[src/rtl/dpod_pkg.sv]
// Shared types, constants and calendar tables for the date period overlap block.
package dpod_pkg;

   // Field widths of one request and one response
   localparam int YEAR_W      = 14;
   localparam int MONTH_W     = 4;
   localparam int DAY_W       = 5;
   localparam int DATE_W      = YEAR_W + MONTH_W + DAY_W;
   localparam int NUM_DATES   = 4;
   localparam int REQ_DATA_W  = ((NUM_DATES * DATE_W + 7) / 8) * 8;
   localparam int COUNT_W     = 22;
   localparam int RSP_DATA_W  = ((COUNT_W + 7) / 8) * 8;
   localparam int RSP_USER_W  = 1;

   // Calendar constants
   localparam int YEAR_MIN      = 1;
   localparam int YEAR_MAX      = 9999;
   localparam int MONTH_MIN     = 1;
   localparam int MONTH_MAX     = 12;
   localparam int MONTH_FEB     = 2;
   localparam int EPOCH_SHIFT   = 4800;
   localparam int MONTHS_SHIFT  = 9;
   localparam int MONTH_BACK    = 3;
   localparam int DAYS_PER_YEAR = 365;
   localparam int CENTURY       = 100;

   // Reciprocal of one hundred: x / 100 == (x * RECIP_100) >> RECIP_SHIFT for x < 2**15
   localparam int RECIP_100   = 5243;
   localparam int RECIP_SHIFT = 19;

   typedef logic [YEAR_W-1:0]  year_type;
   typedef logic [MONTH_W-1:0] month_type;
   typedef logic [DAY_W-1:0]   day_type;
   typedef logic [14:0]        shifted_year_type;
   typedef logic [26:0]        yprod_type;
   typedef logic [27:0]        syprod_type;
   typedef logic [7:0]         cent_type;
   typedef logic [8:0]         day_off_type;
   typedef logic [23:0]        daynum_type;
   typedef logic [COUNT_W-1:0] count_type;

   typedef struct packed {
      year_type  year;
      month_type month;
      day_type   day;
   } date_type;

   // Load enables of the three conversion stages
   typedef struct packed {
      logic s1;
      logic s2;
      logic s3;
   } stage_en_type;

   // Days before the shifted month (March is zero): (153 * mm + 2) / 5
   function automatic day_off_type month_offset(input month_type mm);
      day_off_type off;
      case (mm)
         4'd0:    off = 9'd0;
         4'd1:    off = 9'd31;
         4'd2:    off = 9'd61;
         4'd3:    off = 9'd92;
         4'd4:    off = 9'd122;
         4'd5:    off = 9'd153;
         4'd6:    off = 9'd184;
         4'd7:    off = 9'd214;
         4'd8:    off = 9'd245;
         4'd9:    off = 9'd275;
         4'd10:   off = 9'd306;
         4'd11:   off = 9'd337;
         default: off = 9'd0;
      endcase
      return off;
   endfunction

   // Length of a calendar month
   function automatic day_type month_len(input month_type m, input logic leap);
      day_type len;
      case (m)
         4'd2:    len = leap ? 5'd29 : 5'd28;
         4'd4,
         4'd6,
         4'd9,
         4'd11:   len = 5'd30;
         default: len = 5'd31;
      endcase
      return len;
   endfunction

endpackage

[src/rtl/dpod_day_number.sv]
// Three-stage conversion of one calendar date into a serial day number and a validity flag.
module dpod_day_number (
   input  logic                  clock,
   input  dpod_pkg::stage_en_type stage_en,
   input  dpod_pkg::date_type     date,
   output dpod_pkg::daynum_type   day_num,
   output logic                  date_ok
);

   // Stage 1: shift the year to start in March, take reciprocal products
   logic                        a_in;
   dpod_pkg::year_type          y_ff;
   dpod_pkg::month_type         m_ff;
   dpod_pkg::day_type           d_ff;
   dpod_pkg::shifted_year_type  yy_in, yy_ff;
   dpod_pkg::month_type         mm_in, mm_ff;
   dpod_pkg::yprod_type         py_in, py_ff;
   dpod_pkg::syprod_type        pyy_in, pyy_ff;
   logic                        ok1_in, ok1_ff;

   always_comb begin
      a_in   = (date.month <= dpod_pkg::month_type'(dpod_pkg::MONTH_FEB));
      yy_in  = dpod_pkg::shifted_year_type'(date.year)
             + dpod_pkg::shifted_year_type'(dpod_pkg::EPOCH_SHIFT)
             - dpod_pkg::shifted_year_type'(a_in);
      mm_in  = a_in ? date.month + dpod_pkg::month_type'(dpod_pkg::MONTHS_SHIFT)
                    : date.month - dpod_pkg::month_type'(dpod_pkg::MONTH_BACK);
      py_in  = dpod_pkg::yprod_type'(date.year)
             * dpod_pkg::yprod_type'(dpod_pkg::RECIP_100);
      pyy_in = dpod_pkg::syprod_type'(yy_in)
             * dpod_pkg::syprod_type'(dpod_pkg::RECIP_100);
      ok1_in = (date.year >= dpod_pkg::year_type'(dpod_pkg::YEAR_MIN))
            && (date.year <= dpod_pkg::year_type'(dpod_pkg::YEAR_MAX))
            && (date.month >= dpod_pkg::month_type'(dpod_pkg::MONTH_MIN))
            && (date.month <= dpod_pkg::month_type'(dpod_pkg::MONTH_MAX))
            && (date.day != '0);
   end

   always_ff @(posedge clock) begin
      if (stage_en.s1) begin
         y_ff   <= date.year;
         m_ff   <= date.month;
         d_ff   <= date.day;
         yy_ff  <= yy_in;
         mm_ff  <= mm_in;
         py_ff  <= py_in;
         pyy_ff <= pyy_in;
         ok1_ff <= ok1_in;
      end
   end

   // Stage 2: leap year and day range check, year and month partial terms
   dpod_pkg::cent_type          qy_in;
   dpod_pkg::year_type          cmul_in;
   logic                        leap_in;
   logic                        ok2_in, ok2_ff;
   dpod_pkg::day_off_type       day_off_in, day_off_ff;
   dpod_pkg::daynum_type        yr365_in, yr365_ff;
   dpod_pkg::shifted_year_type  yy4_in, yy4_ff;
   dpod_pkg::cent_type          q100_in, q100_ff;

   always_comb begin
      qy_in      = dpod_pkg::cent_type'(py_ff >> dpod_pkg::RECIP_SHIFT);
      cmul_in    = dpod_pkg::year_type'(qy_in) * dpod_pkg::year_type'(dpod_pkg::CENTURY);
      leap_in    = (y_ff[1:0] == 2'b00) && ((y_ff != cmul_in) || (qy_in[1:0] == 2'b00));
      ok2_in     = ok1_ff && (d_ff <= dpod_pkg::month_len(m_ff, leap_in));
      day_off_in = dpod_pkg::day_off_type'(d_ff) + dpod_pkg::month_offset(mm_ff);
      yr365_in   = dpod_pkg::daynum_type'(yy_ff)
                 * dpod_pkg::daynum_type'(dpod_pkg::DAYS_PER_YEAR);
      yy4_in     = yy_ff >> 2;
      q100_in    = dpod_pkg::cent_type'(pyy_ff >> dpod_pkg::RECIP_SHIFT);
   end

   always_ff @(posedge clock) begin
      if (stage_en.s2) begin
         ok2_ff     <= ok2_in;
         day_off_ff <= day_off_in;
         yr365_ff   <= yr365_in;
         yy4_ff     <= yy4_in;
         q100_ff    <= q100_in;
      end
   end

   // Stage 3: sum the terms into the serial day number
   dpod_pkg::daynum_type n_in, n_ff;
   logic                 ok3_ff;

   always_comb begin
      n_in = yr365_ff
           + dpod_pkg::daynum_type'(yy4_ff)
           + dpod_pkg::daynum_type'(day_off_ff)
           + dpod_pkg::daynum_type'(q100_ff >> 2)
           - dpod_pkg::daynum_type'(q100_ff);
   end

   always_ff @(posedge clock) begin
      if (stage_en.s3) begin
         n_ff   <= n_in;
         ok3_ff <= ok2_ff;
      end
   end

   assign day_num = n_ff;
   assign date_ok = ok3_ff;

endmodule

[src/rtl/date_period_overlap_days_top.sv]
// Top level of the date period overlap counter: request unpacking, stage control, overlap.
//
//   channel  direction  tdata                               tuser
//   req_     in         four dates, 23 bits each, 96 total  -
//   rsp_     out        overlap_days, 24 bits               date_invalid
//
// One request is taken every cycle unless a stalled response has backed up the full pipeline.
// Three stages convert each date to a day number, one picks the later start and the
// earlier end, and the response register forms the inclusive count.
// Each stage loads when it is empty or the stage after it moves, so bubbles are absorbed
// and a stalled response does not block requests until the pipeline is full.
// Reset clears the valid bits only; a stall loses and repeats nothing.
module date_period_overlap_days_top (
   input  logic                               clock,
   input  logic                               reset,
   input  logic                               req_tvalid,
   output logic                               req_tready,
   // fields from bit 0 up, per date (first start, first end, second start, second end):
   // year[13:0], month[3:0], day[4:0]; top four bits zero
   input  logic [dpod_pkg::REQ_DATA_W-1:0]    req_tdata,
   output logic                               rsp_tvalid,
   input  logic                               rsp_tready,
   // overlap_days[21:0], two zero bits
   output logic [dpod_pkg::RSP_DATA_W-1:0]    rsp_tdata,
   // date_invalid
   output logic [dpod_pkg::RSP_USER_W-1:0]    rsp_tuser
);

   // Stage valid bits and load enables
   logic                  v1_ff, v2_ff, v3_ff, v4_ff;
   logic                  rdy1, rdy2, rdy3, rdy4, rdy5;
   dpod_pkg::stage_en_type stage_en;

   always_comb begin
      rdy5        = !rsp_tvalid || rsp_tready;
      rdy4        = !v4_ff || rdy5;
      rdy3        = !v3_ff || rdy4;
      rdy2        = !v2_ff || rdy3;
      rdy1        = !v1_ff || rdy2;
      stage_en.s1 = rdy1;
      stage_en.s2 = rdy2;
      stage_en.s3 = rdy3;
      req_tready  = rdy1;
   end

   // Advance the valid bits with the data
   always_ff @(posedge clock) begin
      if (reset) begin
         v1_ff      <= 1'b0;
         v2_ff      <= 1'b0;
         v3_ff      <= 1'b0;
         v4_ff      <= 1'b0;
         rsp_tvalid <= 1'b0;
      end else begin
         if (rdy1) v1_ff <= req_tvalid;
         if (rdy2) v2_ff <= v1_ff;
         if (rdy3) v3_ff <= v2_ff;
         if (rdy4) v4_ff <= v3_ff;
         if (rdy5) rsp_tvalid <= v4_ff;
      end
   end

   // Convert the four dates of the request
   dpod_pkg::daynum_type day_num [dpod_pkg::NUM_DATES];
   logic                 date_ok [dpod_pkg::NUM_DATES];

   for (genvar k = 0; k < dpod_pkg::NUM_DATES; k++) begin : g_date
      dpod_pkg::date_type date;

      assign date.year  = req_tdata[k*dpod_pkg::DATE_W +: dpod_pkg::YEAR_W];
      assign date.month = req_tdata[k*dpod_pkg::DATE_W + dpod_pkg::YEAR_W +: dpod_pkg::MONTH_W];
      assign date.day   = req_tdata[k*dpod_pkg::DATE_W + dpod_pkg::YEAR_W + dpod_pkg::MONTH_W
                                    +: dpod_pkg::DAY_W];

      dpod_day_number u_day_number (
         .clock    (clock),
         .stage_en (stage_en),
         .date     (date),
         .day_num  (day_num[k]),
         .date_ok  (date_ok[k])
      );
   end

   // Stage 4: later start, earlier end, any invalid date
   dpod_pkg::daynum_type lo_in, lo_ff, hi_in, hi_ff;
   logic                 bad_in, bad_ff;

   always_comb begin
      lo_in  = (day_num[0] > day_num[2]) ? day_num[0] : day_num[2];
      hi_in  = (day_num[1] < day_num[3]) ? day_num[1] : day_num[3];
      bad_in = !(date_ok[0] && date_ok[1] && date_ok[2] && date_ok[3]);
   end

   always_ff @(posedge clock) begin
      if (rdy4) begin
         lo_ff  <= lo_in;
         hi_ff  <= hi_in;
         bad_ff <= bad_in;
      end
   end

   // Stage 5: inclusive count, zero when disjoint, reversed or invalid
   dpod_pkg::daynum_type diff_in;
   dpod_pkg::count_type  count_in, count_ff;
   logic                 inval_ff;

   always_comb begin
      diff_in  = hi_ff - lo_ff + dpod_pkg::daynum_type'(1);
      count_in = (!bad_ff && (hi_ff >= lo_ff)) ? dpod_pkg::count_type'(diff_in) : '0;
   end

   always_ff @(posedge clock) begin
      if (rdy5) begin
         count_ff <= count_in;
         inval_ff <= bad_ff;
      end
   end

   assign rsp_tdata = dpod_pkg::RSP_DATA_W'(count_ff);
   assign rsp_tuser = inval_ff;

endmodule

[config.mk]
export PLATFORM = sky130hd
export DESIGN_NAME = date_period_overlap_days_top
export DESIGN_NICKNAME = d
export VERILOG_FILES = /design/src/rtl/dpod_pkg.sv /design/src/rtl/dpod_day_number.sv /design/src/rtl/date_period_overlap_days_top.sv
export SDC_FILE = /design/constraint.sdc
export NUM_CORES = 2
export LEC_CHECK = 0
export BUFFER_PORTS_ARGS = -buffer_cell sky130_fd_sc_hd__clkbuf_2
export CAP_MARGIN = 20
export CORE_MARGIN = 8
export CORE_UTILIZATION = 60
export CTS_CLUSTER_DIAMETER = 60
export CTS_CLUSTER_SIZE = 25
export DETAILED_ROUTE_END_ITERATION = 10
export PLACE_DENSITY = 0.77
export SYNTH_ARGS = -nofsm -noshare
export SYNTH_HDL_FRONTEND = slang
export SYNTH_SLANG_ARGS = --single-unit
[constraint.sdc]
create_clock -name clock -period 18.55 [get_ports clock]
set_input_delay 0.9275 -clock clock [delete_from_list [all_inputs] [get_ports clock]]
set_output_delay 0.9275 -clock clock [all_outputs]
set_load 0.05 [all_outputs]
-- Word-level counts from Yosys, hierarchy flattened
Memories as Yosys holds them, arrays and structs flattened. A register that Yosys moved wholly into a read port is not among the register bits.
Index checks and enable logic that the tools add are counted.
- add/sub/neg operators: 38
- multipliers: 16
- $lt $le $gt $ge: 27
- equal/unequal tests: 24
- muxes and demuxes: 18
- reductions and logical operators: 60
- operators with widths (kind ; count):
    $mul 14x13->27 const B ; 4
    $mul 15x13->27 const B ; 4
    $add 24x13->24 ; 4
    $add 24x6->24 ; 4
    $add 24x9->24 ; 4
    $mul 15x9->24 const B ; 4
    $sub 24x8->24 ; 4
    $add 14x13->15 const B ; 4
    $sub 15x1->15 ; 4
    $ge 14x1->1 const B ; 4
    $le 14x14->1 const B ; 4
    $ne 14x14->1 ; 4
    $mul 8x5->12 const B ; 4
    $mux 24 ; 2
    $pmux 5 s2 ; 4
    $add 5x9->9 ; 4
    $eq 4x3->1 const B ; 8
    $eq 4x4->1 const B ; 8
    $mux 4 ; 8
    $logic_and 1x1->1 ; 28
    $ge 24x24->1 ; 1
    $gt 24x24->1 ; 1
    $lt 24x24->1 ; 1
    $add 22x1->22 const B ; 1
    other kinds (14) ; 65
- register bits after elaboration: 785
- ROM bits: 576
- input bits: 100
- output and inout port bits: 27
- logic and storage cells: 257
- memories: 4
- memory list (memory ; depth ; bits a word ; read ports ; clocked after Yosys merged registers in ; write ports ; RTL line ; source):
    (name not given) ; 16 ; 9 ; 1 ; 1 ; 0 ; dpod_pkg.sv:58 ; case (mm)
    (name not given) ; 16 ; 9 ; 1 ; 1 ; 0 ; dpod_pkg.sv:58 ;
    (name not given) ; 16 ; 9 ; 1 ; 1 ; 0 ; dpod_pkg.sv:58 ;
    (name not given) ; 16 ; 9 ; 1 ; 1 ; 0 ; dpod_pkg.sv:58 ;

-- Depth between registers and ports, before layout
- word-level depth: 8
- mapped depth: 36
- gate-level depth less buffers: 36

-- Cells and area by module
Synthesis repeated with hierarchy kept, for this count alone.
- cell total of the unflattened synthesis: 7137
- area, all modules: 77870.9 um^2
- modules (own cells, without submodules) (module ; times used ; cells each ; area each (um^2)):
    dpod_day_number at g_date[0].u_day_number ... ; 2 ; 1632 ; 17873.4
    dpod_day_number at g_date[3].u_day_number ; 1 ; 1648 ; 17949.7
    dpod_day_number at g_date[2].u_day_number ; 1 ; 1619 ; 17787.1
    date_period_overlap_days_top ; 1 ; 606 ; 6387.4

-- Worst setup path before layout
No wires, ideal clock.
- path type: input-to-reg
- from: input port rsp_tready
- to: register (tool-made name)
- library setup time: 0.123 ns
- data arrival time: 11.022 ns
- setup slack: 7.406 ns
- stages on the path: 10
- path buffers: 2
- path through: nor2b_1 and3_1 nand3_1 clkbuf_1 clkbuf_1 mux2i_1 ha_1 nor2_1 a21oi_1 o22ai_1
- RTL lines (item ; RTL line ; source):
    start: declaration ; date_period_overlap_days_top.sv:22 ; input logic rsp_tready,

-- Final worst setup path
- from: input port req_tdata[37] (netlist bit)
- to: register g_date[1].u_day_number.pyy_ff[26] (data pin)
- word-level cells in the longest chain between the ends: 3
- RTL lines (item ; RTL line ; source):
    start: declaration ; date_period_overlap_days_top.sv:20 ; input logic [dpod_pkg::REQ_DATA_W-1:0] req_tdata,
    $le 4x2->1 ; dpod_day_number.sv:22 ; a_in = (date.month <= dpod_pkg::month_type'(dpod_pkg::MONTH_FEB));
    $sub 15x1->15 ; dpod_day_number.sv:25 ; - dpod_pkg::shifted_year_type'(a_in);
    net g_date[1].u_day_number.yy_in[13] ; dpod_day_number.sv:15 ; dpod_pkg::shifted_year_type yy_in, yy_ff;
    $mul 15x13->27 ; dpod_day_number.sv:31 ; * dpod_pkg::syprod_type'(dpod_pkg::RECIP_100);
    net g_date[1].u_day_number.pyy_in[26] ; dpod_day_number.sv:18 ; dpod_pkg::syprod_type pyy_in, pyy_ff;
    end signal: assignment ; dpod_day_number.sv:47 ; pyy_ff <= pyy_in;
    end: declaration ; dpod_day_number.sv:18 ;
The timed path passes the listed nets, and every way through them passes these cells.
A chain may end at the register's enable or synchronous reset.

==> metrics <==
status completed; drt total wl between 100,000 and 150,000 um; Mapped Area about 77,000 um^2; number of gates resized after CTS 0; CTS tree done; Ant. Diodes 0; first-pass GRT wire length approximately 250,000 um; Layout area overhead 6.48%; CORE AREA 127,000 um^2; kind of critical path primary input to register; RSZ-0062 raised after global routing no; slowest stage cell, crit path xnor2_1; CP Data Arrival Time 9.12 ns; Port-buffer cells 120; Gate Count Post-Synth 7,024; vias per cell around 5.4; CP max FO 7; Clock transition at path regs about 0.09 ns; grt ovf 0; Post-synth EDFFs roughly 630; Hold Crit Class register to register; fillers approximately 10k; max-slew violations 0; leading cell types in the layout, fill and taps excluded 1,856 x inv_1, 1,614 x ha_1, 833 x fa_1; clock buffer depth 3; period utilization 0.469; final RePlAce weighted congestion roughly 0.90; # hold bufs at CTS 0; count of final setup violators 0; Seq/Total Area, Yosys 0.256; most common cell after layout, fill and taps aside inv_1; Final ANT Viol Nets 0; dpl hpwl 127,000 um; I/O pins between 100 and 150; Required @ worst endpoint ~19 ns; FF-to-FF Start g_date[1].u_day_number.yy_ff[8]; Final Hold Violating Endpoints 0; max incr delay on CP 0.75 ns; Yosys cell types 75; Max-Slew Margin vs Limit 0.149; Die W ~370 um; DRC 0; DR vias just under 50k; Setup Fix Bufs, Post-CTS 0; detailed-router iteration count before antenna repair 6; Worst setup EP type register; CTS H-tree depth 2; max cap viols 0; Post-synth ARST share 0; num rows roughly 130; Finished Core Util 0.643; Main synth FF type edfxtp_1; CP startpoint req_tdata[37]; largest net degree at the start of global routing 87; Clock Skew 0.0339 ns; Peak Freq about 110 MHz; starting DRC count in detailed routing 2,510; flops & latches, synth roughly 670; hold path start g_date[1].u_day_number.pyy_ff[19]; routed len/inst approximately 17 um; initial antenna violation count 1; Total Die Area 140,000 um^2; nets between 9k and 10k; Final min period between 8 and 9 ns; number of CTS-inserted buffers between 50 and 60; vias in the first global route 51.5k; Initial Util 0.604; measured slew at the worst slew-check pin about 1.3 ns; Die H 374 um; total negative slack 0 ns; clock root buffer clkbuf_16; Syn Area/Cell 10.9 um^2; CTS Sinks between 600 and 700; Setup crit start kind primary input; layout cells sized above 1 0.0458; yosys warns 0; total track usage 0.216; clk_lat worst skew slightly below 0.7 ns
==> kinds of logic after synthesis <==
group | Yosys count | synth area share
compound gates | 839 | 0.0713
xor+xnor | 414 | 0.0472
fa+ha+maj | 2447 | 0.479
buf+inv | 1873 | 0.0918
flops | 669 | 0.256
mux | 61 | 0.00880
other cells | 1 | 0.0000488
simple gates | 720 | 0.0455
==> Yosys cell counts (41+ instances only) <==
| cell type | instances | area, um^2 |
|---|---|---|
| nand3_1 | 41 | 205 |
| xor2_1 | 99 | 867 |
| o21bai_1 | 41 | 308 |
| o21a_1 | 58 | 435 |
| nor3_1 | 51 | 255 |
| inv_1 | 1857 | 6970 |
| fa_1 | 833 | 16700 |
| xnor2_1 | 315 | 2760 |
| edfxtp_1 | 628 | 18900 |
| ha_1 | 1614 | 20200 |
| nor2_1 | 238 | 893 |
| nand4_1 | 49 | 307 |
| a21o_1 | 136 | 1020 |
| dfxtp_1 | 41 | 821 |
| a21oi_1 | 240 | 1200 |
| nand2_1 | 156 | 586 |
| o21ai_0 | 151 | 756 |
| mux2_2 | 50 | 563 |
| nor2b_1 | 49 | 307 |
==> path summary, 6_finish.rpt <==
kind                                                            end  slack (ns)  cells past startpoint
worst max-delay path              g_date[1].u_day_number.pyy_ff[26]        9.85                     34
worst min-delay path              g_date[1].u_day_number.q100_ff[0]        0.43                      0
worst max register to register  g_date[1].u_day_number.yr365_ff[22]       13.19                     15
worst min register to register    g_date[1].u_day_number.q100_ff[0]        0.43                      0
==> critical path: cells and delay by family <==
family	cells	cell delay, ns
simple gates	6	0.95
buf+inv	5	0.44
compound gates	11	2.30
xor+xnor	2	0.92
fa+ha+maj	10	3.60
==> layer usage <==
layer  vias to the layer above  GRT usage  wire length (um)
li1                      23300          -                 -
met1                     23800      0.298             68200
met2                       757      0.374             72100
met3                       167     0.0257              6250
met4                         0     0.0368              2450
met5                         -          0                 0
==> flip-flops by register name (all words and copies together), names as in the netlist, 4 cells and up, named ones only <==
register                        cells
g_date.u_day_number.day_num        96
g_date.u_day_number.yr365_ff       96
g_date.u_day_number.yy_ff          56
g_date.u_day_number.y_ff           52
g_date.u_day_number.yy4_ff         52
g_date.u_day_number.day_off_ff     36
g_date.u_day_number.py_ff          36
g_date.u_day_number.pyy_ff         36
g_date.u_day_number.q100_ff        32
hi_ff                              24
lo_ff                              24
count_ff                           22
g_date.u_day_number.d_ff           20
g_date.u_day_number.m_ff           16
g_date.u_day_number.mm_ff          16
g_date.u_day_number.date_ok         4
g_date.u_day_number.ok1_ff          4
g_date.u_day_number.ok2_ff          4
==> per-stage QoR <==
stage / worst slack, ns / cell area (um^2) / instances / hold WS (ns)
after floorplan: 7.41 / 76900 / 7025 / 0.400
after global placement: 9.23 / 79700 / 8808 / 0.403
after detailed placement: 9.15 / 79700 / 8809 / 0.405
after CTS: 9.87 / 81800 / 8914 / 0.402
after global routing: 9.20 / 81900 / 8917 / 0.416
final: 9.85 / 81900 / 8917 / 0.425
==> final cells by class <==
cell class                      instances  area [um^2]  share of cell area
Clock inverter                         44          682             0.00833
Timing Repair Buffer                  141          778             0.00950
Multi-Input combinational cell       4483        50200               0.613
Sequential cell                       669        19700               0.240
Clock buffer                           61         1490              0.0182
Tap cell                             1662         2080              0.0254
Inverter                             1857         6970              0.0852
Power is not shown: default switching activity piles up to over one toggle a cycle in this logic, so the estimate is an artifact.
